**src/sv/rdsh_pkg.sv**
```systemverilog
package rdsh_pkg;

    localparam int COORD_W = 18;
    localparam int DIR_W   = 11;
    localparam int PROD_W  = 29;
    localparam int CROSS_W = 30;

    typedef logic signed [COORD_W-1:0] coord_t;
    typedef logic signed [DIR_W-1:0]   dir_t;
    typedef logic signed [PROD_W-1:0]  prod_t;
    typedef logic signed [CROSS_W-1:0] cross_t;

    localparam coord_t HALF_CELL = coord_t'(128);
    localparam coord_t FULL_CELL = coord_t'(256);

    typedef struct packed {
        dir_t   dx;
        dir_t   dy;
        coord_t dax;
        coord_t day;
        coord_t dbx;
        coord_t dby;
        coord_t px;
        coord_t py;
        coord_t ex;
        coord_t ey;
        coord_t ax;
        coord_t ay;
        coord_t bx;
        coord_t by;
        logic   side;
    } geom_t;

    typedef struct packed {
        prod_t p1a;
        prod_t p1b;
        prod_t p2a;
        prod_t p2b;
        logic  box_a;
        logic  box_b;
        logic  on_p;
        logic  on_e;
    } prod_set_t;

endpackage

```
**src/sv/ray_door_segment_hit_test_top.sv**
```systemverilog
// Ray against door hit test, one test per transaction.
// Input channel: a transaction is taken at a rising edge where start is high and
// busy is low. Busy is always low, so a new transaction may be issued every cycle.
// The transaction carries the viewer position, the ray direction, the door cell
// and the door orientation.
// Result channel: done is high for exactly one cycle with hit valid beside it.
// A transaction passes the coordinate setup, multiplier and sign decision registers
// in that order, and done is the valid bit of the last of them.
// Throughput is one transaction per cycle; each of the three register stages
// (coordinate setup, four multipliers, sign decision) takes a new one every cycle.
// Results leave in the order the transactions arrived.
// Reset clears the stage valid bits, so no done is raised for anything that
// entered before reset. The receiver cannot stall; it must take each result in
// the cycle that done is high.
module ray_door_segment_hit_test_top (
    input  logic               clk,
    input  logic               rst_n,
    input  logic               start,
    output logic               busy,
    input  logic [15:0]        pos_x,
    input  logic [15:0]        pos_y,
    input  logic signed [10:0] ray_dir_x,
    input  logic signed [10:0] ray_dir_y,
    input  logic [7:0]         door_cell_x,
    input  logic [7:0]         door_cell_y,
    input  logic               door_side,
    output logic               done,
    output logic               hit
);
    import rdsh_pkg::*;

    logic      geom_valid;
    geom_t     geom;
    logic      prod_valid;
    prod_set_t prods;

    assign busy = 1'b0;

    rdsh_prep u_prep (
        .clk         (clk),
        .rst_n       (rst_n),
        .in_valid    (start && !busy),
        .pos_x       (pos_x),
        .pos_y       (pos_y),
        .ray_dir_x   (ray_dir_x),
        .ray_dir_y   (ray_dir_y),
        .door_cell_x (door_cell_x),
        .door_cell_y (door_cell_y),
        .door_side   (door_side),
        .out_valid   (geom_valid),
        .out_geom    (geom)
    );

    rdsh_mul u_mul (
        .clk       (clk),
        .rst_n     (rst_n),
        .in_valid  (geom_valid),
        .in_geom   (geom),
        .out_valid (prod_valid),
        .out_prod  (prods)
    );

    rdsh_decide u_decide (
        .clk       (clk),
        .rst_n     (rst_n),
        .in_valid  (prod_valid),
        .in_prod   (prods),
        .out_valid (done),
        .out_hit   (hit)
    );

endmodule

```
**src/sv/rdsh_prep.sv**
```systemverilog
module rdsh_prep (
    input  logic                  clk,
    input  logic                  rst_n,
    input  logic                  in_valid,
    input  logic [15:0]           pos_x,
    input  logic [15:0]           pos_y,
    input  logic signed [10:0]    ray_dir_x,
    input  logic signed [10:0]    ray_dir_y,
    input  logic [7:0]            door_cell_x,
    input  logic [7:0]            door_cell_y,
    input  logic                  door_side,
    output logic                  out_valid,
    output rdsh_pkg::geom_t       out_geom
);
    import rdsh_pkg::*;

    logic   valid_reg;
    geom_t  geom_reg;
    geom_t  geom_next;
    coord_t px;
    coord_t py;
    coord_t cx;
    coord_t cy;
    coord_t ax;
    coord_t ay;
    coord_t bx;
    coord_t by;

    always_comb
    begin
        px = coord_t'({2'b00, pos_x});
        py = coord_t'({2'b00, pos_y});
        cx = coord_t'({2'b00, door_cell_x, 8'h00});
        cy = coord_t'({2'b00, door_cell_y, 8'h00});
        if (door_side)
        begin
            ax = cx + HALF_CELL;
            ay = cy;
            bx = cx + HALF_CELL;
            by = cy + FULL_CELL;
        end
        else
        begin
            ax = cx;
            ay = cy + HALF_CELL;
            bx = cx + FULL_CELL;
            by = cy + HALF_CELL;
        end
        geom_next.dx   = ray_dir_x;
        geom_next.dy   = ray_dir_y;
        geom_next.dax  = ax - px;
        geom_next.day  = ay - py;
        geom_next.dbx  = bx - px;
        geom_next.dby  = by - py;
        geom_next.px   = px;
        geom_next.py   = py;
        geom_next.ex   = px + coord_t'(ray_dir_x);
        geom_next.ey   = py + coord_t'(ray_dir_y);
        geom_next.ax   = ax;
        geom_next.ay   = ay;
        geom_next.bx   = bx;
        geom_next.by   = by;
        geom_next.side = door_side;
    end

    always_ff @(posedge clk or negedge rst_n)
    begin
        if (!rst_n)
        begin
            valid_reg <= 1'b0;
        end
        else
        begin
            valid_reg <= in_valid;
        end
    end

    always_ff @(posedge clk)
    begin
        geom_reg <= geom_next;
    end

    assign out_valid = valid_reg;
    assign out_geom  = geom_reg;

endmodule

```
**src/sv/rdsh_mul.sv**
```systemverilog
module rdsh_mul (
    input  logic                  clk,
    input  logic                  rst_n,
    input  logic                  in_valid,
    input  rdsh_pkg::geom_t       in_geom,
    output logic                  out_valid,
    output rdsh_pkg::prod_set_t   out_prod
);
    import rdsh_pkg::*;

    logic      valid_reg;
    prod_set_t prod_reg;
    prod_set_t prod_next;

    always_comb
    begin
        prod_next.p1a = prod_t'(in_geom.dx) * prod_t'(in_geom.day);
        prod_next.p1b = prod_t'(in_geom.dy) * prod_t'(in_geom.dax);
        prod_next.p2a = prod_t'(in_geom.dx) * prod_t'(in_geom.dby);
        prod_next.p2b = prod_t'(in_geom.dy) * prod_t'(in_geom.dbx);

        prod_next.box_a =
            ((in_geom.ax >= in_geom.px && in_geom.ax <= in_geom.ex) ||
             (in_geom.ax >= in_geom.ex && in_geom.ax <= in_geom.px)) &&
            ((in_geom.ay >= in_geom.py && in_geom.ay <= in_geom.ey) ||
             (in_geom.ay >= in_geom.ey && in_geom.ay <= in_geom.py));
        prod_next.box_b =
            ((in_geom.bx >= in_geom.px && in_geom.bx <= in_geom.ex) ||
             (in_geom.bx >= in_geom.ex && in_geom.bx <= in_geom.px)) &&
            ((in_geom.by >= in_geom.py && in_geom.by <= in_geom.ey) ||
             (in_geom.by >= in_geom.ey && in_geom.by <= in_geom.py));

        // The door is axis aligned, so a zero cross product against it means the
        // point sits on the door's line and only the span along the door remains.
        if (in_geom.side)
        begin
            prod_next.on_p = (in_geom.px == in_geom.ax) &&
                             (in_geom.py >= in_geom.ay) && (in_geom.py <= in_geom.by);
            prod_next.on_e = (in_geom.ex == in_geom.ax) &&
                             (in_geom.ey >= in_geom.ay) && (in_geom.ey <= in_geom.by);
        end
        else
        begin
            prod_next.on_p = (in_geom.py == in_geom.ay) &&
                             (in_geom.px >= in_geom.ax) && (in_geom.px <= in_geom.bx);
            prod_next.on_e = (in_geom.ey == in_geom.ay) &&
                             (in_geom.ex >= in_geom.ax) && (in_geom.ex <= in_geom.bx);
        end
    end

    always_ff @(posedge clk or negedge rst_n)
    begin
        if (!rst_n)
        begin
            valid_reg <= 1'b0;
        end
        else
        begin
            valid_reg <= in_valid;
        end
    end

    always_ff @(posedge clk)
    begin
        prod_reg <= prod_next;
    end

    assign out_valid = valid_reg;
    assign out_prod  = prod_reg;

endmodule

```
**src/sv/rdsh_decide.sv**
```systemverilog
module rdsh_decide (
    input  logic                  clk,
    input  logic                  rst_n,
    input  logic                  in_valid,
    input  rdsh_pkg::prod_set_t   in_prod,
    output logic                  out_valid,
    output logic                  out_hit
);
    import rdsh_pkg::*;

    logic   valid_reg;
    logic   hit_reg;
    logic   hit_next;
    cross_t d1;
    cross_t d2;

    always_comb
    begin
        d1 = cross_t'(in_prod.p1a) - cross_t'(in_prod.p1b);
        d2 = cross_t'(in_prod.p2a) - cross_t'(in_prod.p2b);
        hit_next = ((d1 > 0) && (d2 < 0)) || ((d1 < 0) && (d2 > 0)) ||
                   ((d1 == 0) && in_prod.box_a) ||
                   ((d2 == 0) && in_prod.box_b) ||
                   in_prod.on_p || in_prod.on_e;
    end

    always_ff @(posedge clk or negedge rst_n)
    begin
        if (!rst_n)
        begin
            valid_reg <= 1'b0;
        end
        else
        begin
            valid_reg <= in_valid;
        end
    end

    always_ff @(posedge clk)
    begin
        hit_reg <= hit_next;
    end

    assign out_valid = valid_reg;
    assign out_hit   = hit_reg;

endmodule

```
**config.mk**
```make
export PLATFORM = sky130hd
export DESIGN_NAME = ray_door_segment_hit_test_top
export DESIGN_NICKNAME = d
export VERILOG_FILES = /design/src/sv/rdsh_pkg.sv /design/src/sv/ray_door_segment_hit_test_top.sv /design/src/sv/rdsh_prep.sv /design/src/sv/rdsh_mul.sv /design/src/sv/rdsh_decide.sv
export SDC_FILE = /design/constraint.sdc
export NUM_CORES = 2
export LEC_CHECK = 0
export BUFFER_PORTS_ARGS = -buffer_cell sky130_fd_sc_hd__buf_2
export CELL_PAD_IN_SITES_DETAIL_PLACEMENT = 1
export CELL_PAD_IN_SITES_GLOBAL_PLACEMENT = 2
export CORE_MARGIN = 2
export CORE_UTILIZATION = 45
export DETAILED_ROUTE_END_ITERATION = 7
export PLACE_DENSITY_LB_ADDON = 0.1
export SETUP_SLACK_MARGIN = 0.05
export SLEW_MARGIN = 20
export SYNTH_ARGS = -nofsm -noshare
export SYNTH_HDL_FRONTEND = slang
export SYNTH_HIERARCHICAL = 1
export SYNTH_SLANG_ARGS = --single-unit
export TNS_END_PERCENT = 10
```
**constraint.sdc**
```tcl
create_clock -name clk -period 8.33 [get_ports clk]
set_clock_uncertainty 0.1 [all_clocks]
set_input_delay 0.833 -clock clk [delete_from_list [all_inputs] [get_ports clk]]
set_output_delay 0.833 -clock clk [all_outputs]
set_load 0.005 [all_outputs]
```
## Word level (Yosys, flattened, before mapping)

Index checks and enable logic that the tools add are counted.

| storage, ports and cells | value |
|---|---|
| flip-flop bits (word level) | 359 |
| input port bits | 74 |
| output and inout bits | 3 |

| operators by class | value |
|---|---|
| muxes and demuxes | 5 |
| reductions and logical operators | 33 |
| magnitude comparators | 28 |
| eq/ne operators | 4 |
| $mul | 4 |
| add/subtract/negate cells | 12 |

Operator list:

| cell | count |
|---|---|
| $mul A11 B18 Y29 | 4 |
| $ge A18 B18 Y1 | 6 |
| $le A18 B18 Y1 | 6 |
| $ge A18 B17 Y1 | 4 |
| $le A18 B17 Y1 | 4 |
| $mux W18 | 4 |
| $sub A18 B17 Y18 | 4 |
| $logic_not A32 Y1 | 2 |
| $gt A30 B1 Y1 const B | 2 |
| $lt A30 B1 Y1 const B | 2 |
| $sub A29 B29 Y30 | 2 |
| $add A17 B11 Y18 | 2 |
| $eq A17 B18 Y1 | 2 |
| $eq A18 B18 Y1 | 2 |
| $ge A17 B18 Y1 | 2 |
| $le A17 B18 Y1 | 2 |
| $add A16 B8 Y17 const B | 2 |
| $add A16 B9 Y17 const B | 2 |
| $logic_and A1 B1 Y1 | 22 |
| $logic_or A1 B1 Y1 | 9 |
| $mux W2 | 1 |

## Logic depth before layout (Yosys ltp)

| depth | value |
|---|---|
| depth after elaboration | 8 |
| gate-level depth with buffers | 23 |
| gate-level depth less buffers | 20 |

## Cells and area by module

The synthesis kept the hierarchy.

Modules (own cells, without submodules):

| module | area each (um^2) | cells each | times used |
|---|---|---|---|
| rdsh_mul | 34,485.6 | 3,866 | 1 |
| rdsh_prep | 7,846.3 | 753 | 1 |
| rdsh_decide | 3,945.0 | 596 | 1 |
| ray_door_segment_hit_test_top | 11.3 | 2 | 1 |

## Least setup slack after synthesis

Ideal clock, no wire load.

| timing path | value |
|---|---|
| path type | register to register |
| from | register u_prep.geom_reg, in the netlist u_prep/out_geom[219] |
| to | register u_mul.prod_reg, in the netlist u_mul/out_prod[88] |
| arrival time | 5.306 ns |
| data required time | 8.107 ns |
| slack | 2.800 ns |
| buffers on the path | 2 |
| cell stages (with the launch flop) | 21 |
| period minus slack after synthesis | 5.530 ns |
| cell sequence | dfxtp_1 > clkbuf_1 > clkbuf_1 > nand2_1 > fa_1 > fa_1 > fa_1 > inv_1 > fa_1 > inv_1 > fa_1 > inv_1 > ha_1 > or4_1 > o21ai_0 > a21oi_1 > a41oi_2 > o31ai_1 > a211oi_2 > o21bai_1 > xor2_1 |

RTL lines:

| what | line | text |
|---|---|---|
| start, declared | rdsh_prep.sv:18 | `geom_t geom_reg;` |
| start signal, assigned | rdsh_prep.sv:80 | `geom_reg <= geom_next;` |
| end signal, assigned | rdsh_mul.sv:65 | `prod_reg <= prod_next;` |
| end, declared | rdsh_mul.sv:12 | `prod_set_t prod_reg;` |

==> results.yml <==
cells_and_area:
  fill_cells: 12040
  finish.utilization: 0.4819
  nets: 6485
  drive_gt1_frac: 0.04787
  area_growth_pct: 6.079
place:
  numPortBuffers: 75
  hpwl_um: 109800
  gp_congestion: 0.8647
floorplan:
  die_w_um: 324.7
  die_y_um: 324.7
  start_util: 0.4543
  io_pins: 77
  num_rows: 117
  core_area_um2: 101900
  fp.dieArea_um2: 105400
worst_setup_path:
  cp.arrival_ns: 6.72
  path_class: "reg2reg"
  startpoint_type: "flop"
  worst_ep_required_time_ns: 8.73
  worstSetupEndpointType: "flop"
  crit_fanout: 22
global_route:
  grt_overflow: 0
  grt_usage: 0.2599
  grt_pass1_wl_um: 215400
  grt_pass1_vias: 38960
  grt_antenna_before_repair: 3
  grt_max_degree: 37
logic_synthesis:
  ys_seq_area_frac: 0.1318
  synthFlopType: "dfxtp_1"
  ys_top_cells_by_area: "fa_1, ha_1, dfxtp_1, inv_1, and2_1"
  synth_area_um2: 46290
  synth_top_cell_area_share: 0.3131
  synth-seq-cells: 304
  yosys.area.top_type: "fa_1"
  async_reset_ff_frac: 0.009868
  syn_area_per_cell_um2: 8.873
  yosysWarnings: 6
  syn_inst: 5217
  ys_types: 105
  synth_edf_count: 0
timing:
  worstMarginPinSlew_ns: 1.150
  tns_ns: 0
  fin_crit_ns: 6.324
  whs_ns: 0.2213
  setup_violations: 0
  relSlewSlack: 0.2320
  report.final.hold_viol_count: 0
  rsz0062_at_grt: "false"
  finalCritPeriodShare: 0.7591
  fmax_mhz: 158.1
  report.final.slew_viol_count: 0
clock_network:
  h-tree-depth: 2
  postCtsSetupBuffers: 0
  cts_root_buf: "clkbuf_16"
  cts_tree: "yes"
  path_clk_slew_ns: 0.06
  insertion_delay_ns: 0.62
  cts_buffers: 42
  cts_buffer_depth: 3
  clock_sinks: 304
drt:
  detail-route-antenna-nets: 0
  via_per_inst: 5.276
  avgRoutedWirePerCell_um: 20.43
  num_vias: 34680
  drc_errors: 0
  drt-pass1-iter-count: 7
  drt_iter0_markers: 1565
  routed_wl_um: 134300
run_status:
  run_status: "finished clean"
min_path:
  hold_class: "in2reg"
flow_run:
  max_cap_viol_count: 0
-- cells by family (layout without fill, tap and decap cells) --
| logic type | count (synthesis) | in the layout | share of synthesized area |
|---|---|---|---|
| adder cells (fa/ha/maj) | 1242 | 1242 | 0.4531 |
| AO/OA/AOI/OAI | 737 | 737 | 0.1072 |
| XOR/XNOR | 234 | 234 | 0.04428 |
| flip-flops | 304 | 304 | 0.1318 |
| other | 2 | 42 | 0.0001622 |
| multiplexers | 10 | 10 | 0.002244 |
| buffers and inverters | 1275 | 1223 | 0.1089 |
| AND/OR/NAND/NOR | 1413 | 1413 | 0.1523 |
-- cell usage after synthesis (all sizes together) (8+ instances only) --
library cell and count:
a2111oi 9, and2 335, nor4 14, o311ai 9
a211o 12, nand2 529, nand2b 42, fa 724
dfxtp 301, o21ai 111, inv 1034, a211oi 30
o31ai 12, nor2 203, ha 518, clkbuf 175
xnor2 174, a311oi 9, o21a 35, o21bai 16
a221oi 8, nor2b 36, a21o 139, nand3b 9
o211ai 24, or2 9, nand4 56, a21boi 10
buf 66, and3 27, a31oi 28, or3 16
a21oi 225, nor3 45, xor2 60, nand3 53
-- worst max-delay path, stage by stage (launching register included) --
cell	delay, ns
dfxtp_1	1.05
nand2_1	0.22
fa_1	0.58
inv_1	0.06
fa_1	0.56
fa_1	0.44
fa_1	0.50
inv_1	0.05
fa_1	0.47
inv_1	0.04
ha_1	0.34
nand3_1	0.11
a21oi_1	0.14
a21oi_1	0.07
a311oi_2	0.41
a211oi_1	0.17
o31ai_1	0.50
a41oi_1	0.21
xnor2_1	0.16
-- path summary, 6_finish.rpt --
path / cells after the start / slack, ns / to / startpoint
worst max-delay path: 18 / 2.01 / u_mul/out_prod[89] / u_prep/out_geom[168]
worst min-delay path: 1 / 0.22 / u_prep/out_valid / start
worst max register to register: 18 / 2.01 / u_mul/out_prod[89] / u_prep/out_geom[168]
worst min register to register: 0 / 0.26 / u_mul/out_valid / u_prep/out_valid
max in group asynchronous: 2 / 7.60 / u_mul/out_valid / rst_n
min in group asynchronous: 2 / 0.43 / u_decide/out_valid / rst_n
-- timing repair --
action                    in CTS  in global routing
resized for setup              0                  0
hold endpoints to repair       3                  0
hold buffers                   1                  0
-- layout make-up --
class / instances / area, um2 / share of cell area
Multi-Input combinational cell: 3675 / 35290 / 0.7187
Sequential cell: 304 / 6103 / 0.1243
Inverter: 1034 / 3881 / 0.07904
Tap cell: 1368 / 1712 / 0.03486
Clock buffer: 53 / 1154 / 0.02349
Timing Repair Buffer: 112 / 655.6 / 0.01335
Clock inverter: 24 / 301.5 / 0.006141
Antenna cell: 3 / 7.507 / 0.0001529
-- metal layers --
layer / vias up / share of wire / GRT usage
met5: - / 0 / 0
met4: 0 / 0.021 / 0.05586
met3: 147 / 0.030 / 0.02510
met2: 465 / 0.52 / 0.4802
met1: 17800 / 0.43 / 0.3267
li1: 16270 / - / -
-- registers in the layout (all words and copies together) (netlist names) --
name                cells
u_prep/out_geom       180
u_mul/out_prod        120
u_decide/out_hit        1
u_decide/out_valid      1
u_mul/out_valid         1
u_prep/out_valid        1
-- cells in the final DEF, fill, tap and decap left out, types with 7 or more instances in the layout --
cell type,instances
o21bai_1,16
and3_1,26
o31ai_1,12
nor3_1,44
buf_4,36
nor2_1,203
inv_1,1034
a21boi_0,9
and4_1,7
a31oi_1,27
conb_1,39
o211ai_1,24
a211oi_1,27
a211o_1,10
nand4_1,56
a2111oi_0,8
o21ai_1,8
nand3_1,52
dfxtp_1,299
nand2b_1,42
nor4_1,12
o21ai_0,101
or3_1,13
or2_2,9
a21oi_1,218
o21a_1,35
xnor2_1,174
a21o_1,135
buf_2,75
nor2b_1,36
clkbuf_16,43
fa_1,724
xor2_1,60
mux2i_1,7
ha_1,518
and2_1,331
nand2_1,529
nand3b_1,9
clkinv_2,7
-- metrics by stage --
stage	setup slack (ns)	std cells	cell area, um2
6_report	2.006	6573	49100
5_1_grt	1.584	6570	49090
4_1_cts	1.984	6570	49090
3_5_place_dp	2.023	6492	47630
3_3_place_gp	2.076	6492	47630
2_1_floorplan	2.800	5254	46430
Power is not shown: default switching activity piles up to over one toggle a cycle in this logic, so the estimate is an artifact.
